### config.mk
export PLATFORM = sky130hd
export DESIGN_NAME = ccmsc_ctrl
export DESIGN_NICKNAME = d
export VERILOG_FILES = /design/src/hdl/ccmsc_pkg.sv /design/src/hdl/ccmsc_ctrl.sv
export SDC_FILE = /design/constraint.sdc
export NUM_CORES = 1
export LEC_CHECK = 0
export ABC_AREA = 1
export BUFFER_PORTS_ARGS = -buffer_cell sky130_fd_sc_hd__clkbuf_2
export CORE_UTILIZATION = 60
export CTS_BUF_LIST = sky130_fd_sc_hd__clkbuf_8
export CTS_CLUSTER_SIZE = 10
export DETAILED_ROUTE_END_ITERATION = 10
export PLACE_DENSITY = 0.84
export SYNTH_ARGS = -nofsm -noshare
export SYNTH_HDL_FRONTEND = slang
export SYNTH_SLANG_ARGS = --single-unit
### constraint.sdc
create_clock -name clock -period 3.7 [get_ports clock]
set_input_delay 0.37 -clock clock [delete_from_list [all_inputs] [get_ports clock]]
set_output_delay 0.37 -clock clock [all_outputs]
set_load 0.05 [all_outputs]
### src/hdl/ccmsc_pkg.sv
// ccmsc_pkg: request codes, datapath operation codes and the status bundle
// shared by the cons cell collector controller and datapath. No dependencies.
package ccmsc_pkg;

   localparam logic [1:0] REQ_WRITE_CELL = 2'd0;
   localparam logic [1:0] REQ_WRITE_ROOT = 2'd1;
   localparam logic [1:0] REQ_READ_CELL  = 2'd2;
   localparam logic [1:0] REQ_COLLECT    = 2'd3;

   typedef enum logic [4:0] {
      OP_NONE,
      OP_INIT,
      OP_LOAD,
      OP_WCELL,
      OP_WROOT,
      OP_RESP_READ,
      OP_MSET,
      OP_ROOT_RD,
      OP_ROOT_EV,
      OP_WALK_RD,
      OP_WALK_EV,
      OP_POP,
      OP_POP_EV,
      OP_SWP_RD,
      OP_SWP_EV,
      OP_SWP_LINK,
      OP_FIN
   } dp_op_type;

   typedef struct packed {
      logic root_pos;
      logic cur_ok;
      logic mark_set;
      logic sp_zero;
      logic init_last;
      logic node_last;
      logic root_last;
   } dp_status_type;

endpackage

### src/hdl/ccmsc_ctrl.sv
// ccmsc_ctrl: one-hot sequencer for init pass, requests, marking and sweeping.
// Drives one datapath operation per cycle. Uses ccmsc_pkg.
module ccmsc_ctrl (
   input  logic                      clock,
   input  logic                      reset,
   input  logic                      start,
   input  logic [1:0]                req_type,
   input  ccmsc_pkg::dp_status_type  status,
   output ccmsc_pkg::dp_op_type      op,
   output logic                      busy
);

   typedef enum logic [15:0] {
      S_INIT    = 16'h0001,
      S_IDLE    = 16'h0002,
      S_WCELL   = 16'h0004,
      S_WROOT   = 16'h0008,
      S_READ    = 16'h0010,
      S_MSET    = 16'h0020,
      S_ROOTRD  = 16'h0040,
      S_ROOTEV  = 16'h0080,
      S_WALKRD  = 16'h0100,
      S_WALKEV  = 16'h0200,
      S_POP     = 16'h0400,
      S_POPEV   = 16'h0800,
      S_SWPRD   = 16'h1000,
      S_SWPEV   = 16'h2000,
      S_SWPLINK = 16'h4000,
      S_FIN     = 16'h8000
   } state_type;

   state_type state_ff, state_in;

   always_comb begin
      state_in = state_ff;
      op       = ccmsc_pkg::OP_NONE;
      unique case (state_ff)
         S_INIT: begin
            op = ccmsc_pkg::OP_INIT;
            if (status.init_last) state_in = S_IDLE;
         end
         S_IDLE: begin
            if (start) begin
               op = ccmsc_pkg::OP_LOAD;
               unique case (req_type)
                  ccmsc_pkg::REQ_WRITE_CELL: state_in = S_WCELL;
                  ccmsc_pkg::REQ_WRITE_ROOT: state_in = S_WROOT;
                  ccmsc_pkg::REQ_READ_CELL:  state_in = S_READ;
                  ccmsc_pkg::REQ_COLLECT:    state_in = S_MSET;
                  default:                   state_in = S_IDLE;
               endcase
            end
         end
         S_WCELL: begin
            op = ccmsc_pkg::OP_WCELL;
            state_in = S_IDLE;
         end
         S_WROOT: begin
            op = ccmsc_pkg::OP_WROOT;
            state_in = S_IDLE;
         end
         S_READ: begin
            op = ccmsc_pkg::OP_RESP_READ;
            state_in = S_IDLE;
         end
         S_MSET: begin
            op = ccmsc_pkg::OP_MSET;
            if (status.node_last) state_in = S_ROOTRD;
         end
         S_ROOTRD: begin
            op = ccmsc_pkg::OP_ROOT_RD;
            state_in = S_ROOTEV;
         end
         S_ROOTEV: begin
            op = ccmsc_pkg::OP_ROOT_EV;
            priority if (status.root_pos) state_in = S_WALKRD;
            else if (status.root_last) state_in = S_SWPRD;
            else state_in = S_ROOTRD;
         end
         S_WALKRD: begin
            op = ccmsc_pkg::OP_WALK_RD;
            state_in = status.cur_ok ? S_WALKEV : S_POP;
         end
         S_WALKEV: begin
            op = ccmsc_pkg::OP_WALK_EV;
            state_in = status.mark_set ? S_WALKRD : S_POP;
         end
         S_POP: begin
            op = ccmsc_pkg::OP_POP;
            priority if (!status.sp_zero) state_in = S_POPEV;
            else if (status.root_last) state_in = S_SWPRD;
            else state_in = S_ROOTRD;
         end
         S_POPEV: begin
            op = ccmsc_pkg::OP_POP_EV;
            state_in = S_WALKRD;
         end
         S_SWPRD: begin
            op = ccmsc_pkg::OP_SWP_RD;
            state_in = S_SWPEV;
         end
         S_SWPEV: begin
            op = ccmsc_pkg::OP_SWP_EV;
            priority if (status.mark_set) state_in = S_SWPLINK;
            else if (status.node_last) state_in = S_FIN;
            else state_in = S_SWPRD;
         end
         S_SWPLINK: begin
            op = ccmsc_pkg::OP_SWP_LINK;
            state_in = status.node_last ? S_FIN : S_SWPRD;
         end
         S_FIN: begin
            op = ccmsc_pkg::OP_FIN;
            state_in = S_IDLE;
         end
         default: state_in = S_INIT;
      endcase
   end

   always_ff @(posedge clock) begin
      if (reset) begin
         state_ff <= S_INIT;
      end else begin
         state_ff <= state_in;
      end
   end

   assign busy = state_ff != S_IDLE;

   a_accept: assert property (@(posedge clock) disable iff (reset)
      start && state_ff == S_IDLE |=> state_ff != S_IDLE)
      else $error("accepted item did not leave idle");

   a_walk_order: assert property (@(posedge clock) disable iff (reset)
      state_ff == S_WALKEV |-> $past(state_ff) == S_WALKRD)
      else $error("walk step without cell read");

endmodule

== Word-level counts from Yosys, hierarchy flattened ==
Index checks and enable logic that the tools add are counted.
Storage, ports and cells
  register bits after elaboration: 16
  input bits: 12
  output and inout port bits: 6
  logic and storage cells: 41
Operators by class
  equality and inequality tests: 23
  muxes and demuxes: 14
  reductions and logical operators: 3
Operators by type and width (number)
  16-bit case mux with 13 select lines: 1
  16-bit 2-to-1 mux: 6
  5-bit case mux with 16 select lines: 1
  16-bit case mux with 4 select lines: 1
  13-bit 2-to-1 mux: 2
  11-bit 2-to-1 mux: 2
  16-bit by 1-bit == test with 1-bit output, second input constant: 1
  16-bit by 10-bit == test with 1-bit output, second input constant: 1
  16-bit by 11-bit == test with 1-bit output, second input constant: 1
  16-bit by 12-bit == test with 1-bit output, second input constant: 1
  16-bit by 13-bit == test with 1-bit output, second input constant: 1
  16-bit by 14-bit == test with 1-bit output, second input constant: 1
  16-bit by 15-bit == test with 1-bit output, second input constant: 1
  16-bit == test, second input constant: 1
  16-bit by 2-bit == test with 1-bit output, second input constant: 1
  16-bit by 3-bit == test with 1-bit output, second input constant: 1
  16-bit by 4-bit == test with 1-bit output, second input constant: 1
  16-bit by 5-bit == test with 1-bit output, second input constant: 1
  16-bit by 6-bit == test with 1-bit output, second input constant: 1
  16-bit by 7-bit == test with 1-bit output, second input constant: 1
  16-bit by 8-bit == test with 1-bit output, second input constant: 1
  16-bit by 9-bit == test with 1-bit output, second input constant: 1
  16-bit by 2-bit inequality test with 1-bit output, second input constant: 1
  2-bit inequality test, second input constant: 3
  other kinds (6): 7

== Depth between registers and ports, before layout ==
  word-level depth: 4
  mapped depth: 10
  depth with buffers taken out: 10

== Least setup slack after synthesis ==
OpenSTA, ideal clock, no wires.
  kind: register -> output
  from: register state_ff[8]
  to: output port op[1]
  arrival time: 2060 ps
  required time: 3330 ps
  setup slack: 1270 ps
  stages on the path, launching flop included: 8
  path buffers: 0
  path through: dfxtp_1 > nor2_2 > nand2_2 > inv_2 > nand2_1 > nor2_2 > nand2_1 > o211ai_1
Between the ends
  word-level cells in the longest chain between the ends: 2
  elaborated cells between the ends (all ways): 17
  classes of those cells: eq/ne: 16; mux: 1
RTL lines
  from (decl): RTL line ccmsc_ctrl.sv:32  | state_type state_ff, state_in;
  from (signal assigned): RTL line ccmsc_ctrl.sv:124  | state_ff <= state_in;
  16-bit == test (tied with other cells): RTL line ccmsc_ctrl.sv:37  | unique case (state_ff)
  5-bit case mux with 16 select lines (*): RTL line ccmsc_ctrl.sv:37
  to (decl): RTL line ccmsc_ctrl.sv:9  | output ccmsc_pkg::dp_op_type op,
Every way passes the cells marked *; elsewhere a longest branch is shown, timed or not.

== Worst setup path in the final report ==
  from: register state_ff[12]
  to: output port op[1]
The elaborated chain is that of the path after synthesis.

==> out/results.ini <==
[setup_path]
path_cells=nor2_2, nand2_2, nor2_4, nand3_1, and3_1, o211ai_1, clkbuf_2
worstSetupStartpointType=flip-flop
cp_slowest_cell=dfxtp_1
worst-path-max-fanout=12
required_ps=3330
arrival_ps=2000
path_class=flip-flop to primary output
crit_path_max_incr_delay_ps=330
cp-end-kind=primary output

[placement]
post_dp_cell_area_um2=1249
place_congestion=0.8829
dpl.cell_count=223
dp_hpwl_mm=2.121
port_buffers=17

[power]
max-vdd-ir-drop_v=0.0003119
power_density_nw_per_um2=397.5
p_leak_nw=0.6737

[sta]
finClkSkew_ps=4.758
hold_slack_ps=308.5
relSlewSlack_pct=75.06
maxSlewViolCount=0
finalHoldViolations=0
fin_crit_ps=2375
fmaxAchievable_mhz=421.1
period_share_pct=64.19
fin_setup_tns_ps=0
setup_viol=0
rsz0062_at_grt=false
tightest_slew_ps=372.8

[cells_and_area]
reg_top3=state_ff: 16 flops
fin_cells=226
largest_reg_flops=16
design_area_um2=1290
top_register=state_ff
nFillCells=167
layout-area-overhead-vs-synth_pct=11.70
drive_above_1_share_pct=22.39
finalNetCount=215
n_antenna_cell=0

[clock_network]
worstSkewPairLatency_ps=250
cts_sinks=16
clock_path_buffers=2
clk_pin_slew_ps=60
numCtsBuffers=3
postCtsHoldBufs=0
tritoncts=yes
postCtsSetupRepairBufs=0
htreeDepth=1
root_buffer=clkbuf_8
ctsResizeCount=0

[grt]
grt_pass1_vias=1047
grt_util_all_layers_pct=29.30
overflow=0
grt_pass1_wl_mm=4.409
grt_start_max_net_pins=14
antenna_found_initial=0

[synth]
synth_warnings=0
yosysTopAreaCellShare_pct=27.74
synth.most_common_cell=nand2_1
syn_inst=184
syn_nets=196
syn_area_um2=1155
synth_common_cells=nand2_1, nor2_1, inv_1
post_synth_num_cell_types=28
synth-seq-area-share_pct=27.74
synthFlopType=dfxtp_1
syn_avg_cell_area_um2=6.276
synthArstFlopShare_pct=0
yosys-top-cells-area=dfxtp_1, nand2_1, nand3_1, nor2_1, inv_1
synth-edff-count=0
yosysTopAreaCell=dfxtp_1
ys_seq_elements=16

[route]
vias=1220
drcViolationCount=0
firstDrtPassIters=4
drt_iter0_drc=43
viasPerCell=5.398
ant_nets=0
wl_per_cell_um=11.78
drt-total-wl_mm=2.662

[floorplan]
initial_utilization_pct=65.46
dieArea_um2=2104
num_rows=15
die_h_um=45.87
core_region_area_um2=1764
ios=18
die_width_um=45.87

[hold_path]
hold_class=primary input to flip-flop

[job]
max_cap_violations=0

[run_status]
status=completed

worst max-delay path, delay by kind of cell (launching register included):
family | cells | cell delay, ps
AND/OR/NAND/NOR | 5 | 1060
flip-flops | 1 | 330
buffers and inverters | 1 | 300
AO/OA/AOI/OAI | 1 | 80
cell families (layout without fill, tap and decap cells):
group / after synthesis / after routing / share of synthesized area, %
simple gates: 127 / 127 / 56.55
buf+inv: 33 / 50 / 11.70
flops: 16 / 16 / 27.74
compound gates: 8 / 8 / 4.008
worst paths after layout:
path	start	end	slack [ps]	cells past startpoint
setup reg to reg	state_ff[12]	state_ff[1]	2020	8
hold reg to reg	state_ff[1]	state_ff[1]	570	4
setup / recovery	state_ff[12]	op[1]	1330	7
hold / removal	status[3]	state_ff[11]	310	2
metal layers:
layer	part of all wire [%]	up-vias	GRT usage [%]
met5	0	-	0
met4	2.0	0	11.18
met3	4.0	7	2.381
met2	48	34	48.73
met1	46	552	38.81
li1	-	627	-
stage by stage:
step / worst slack [ps] / total power (W) / utilization, %
after floorplan: 1270 / 0.0003463 / -
after global placement: 1660 / 0.0003806 / 70.78
after detailed placement: 1614 / 0.0003825 / 70.78
after CTS: 1340 / 0.0005109 / 73.12
after global routing: 1188 / 0.0005408 / 73.12
final: 1325 / 0.0005127 / 73.12
placed cells by master (no fill, tap or decap), types with 3 or more instances in the layout:
master    instances
nor3_1            5
o21ai_0           3
clkbuf_8          3
nand4_1           6
nor2_2            8
inv_1            28
nor2_1           29
nand3_1          23
and3_1            4
clkbuf_2         17
nand2_2           6
dfxtp_1          16
nand2_1          34
layout make-up:
type / count / area (um^2) / area share (%)
clock buffer: 3 / 41.29 / 3.201
inverter: 30 / 112.6 / 8.729
multi-input combinational: 135 / 699.4 / 54.22
timing repair buffer: 17 / 85.08 / 6.596
sequential: 16 / 320.3 / 24.83
tap: 25 / 31.28 / 2.425
where the power goes:
group / switching, W / total [W] / internal (W) / leakage (nW)
Sequential: 0.00000606 / 0.000188 / 0.000182 / 0.129
Clock: 0.0000592 / 0.000132 / 0.0000723 / 0.0216
Combinational: 0.000141 / 0.000193 / 0.0000526 / 0.523
No activity file was read; power rests on OpenSTA's default activity.
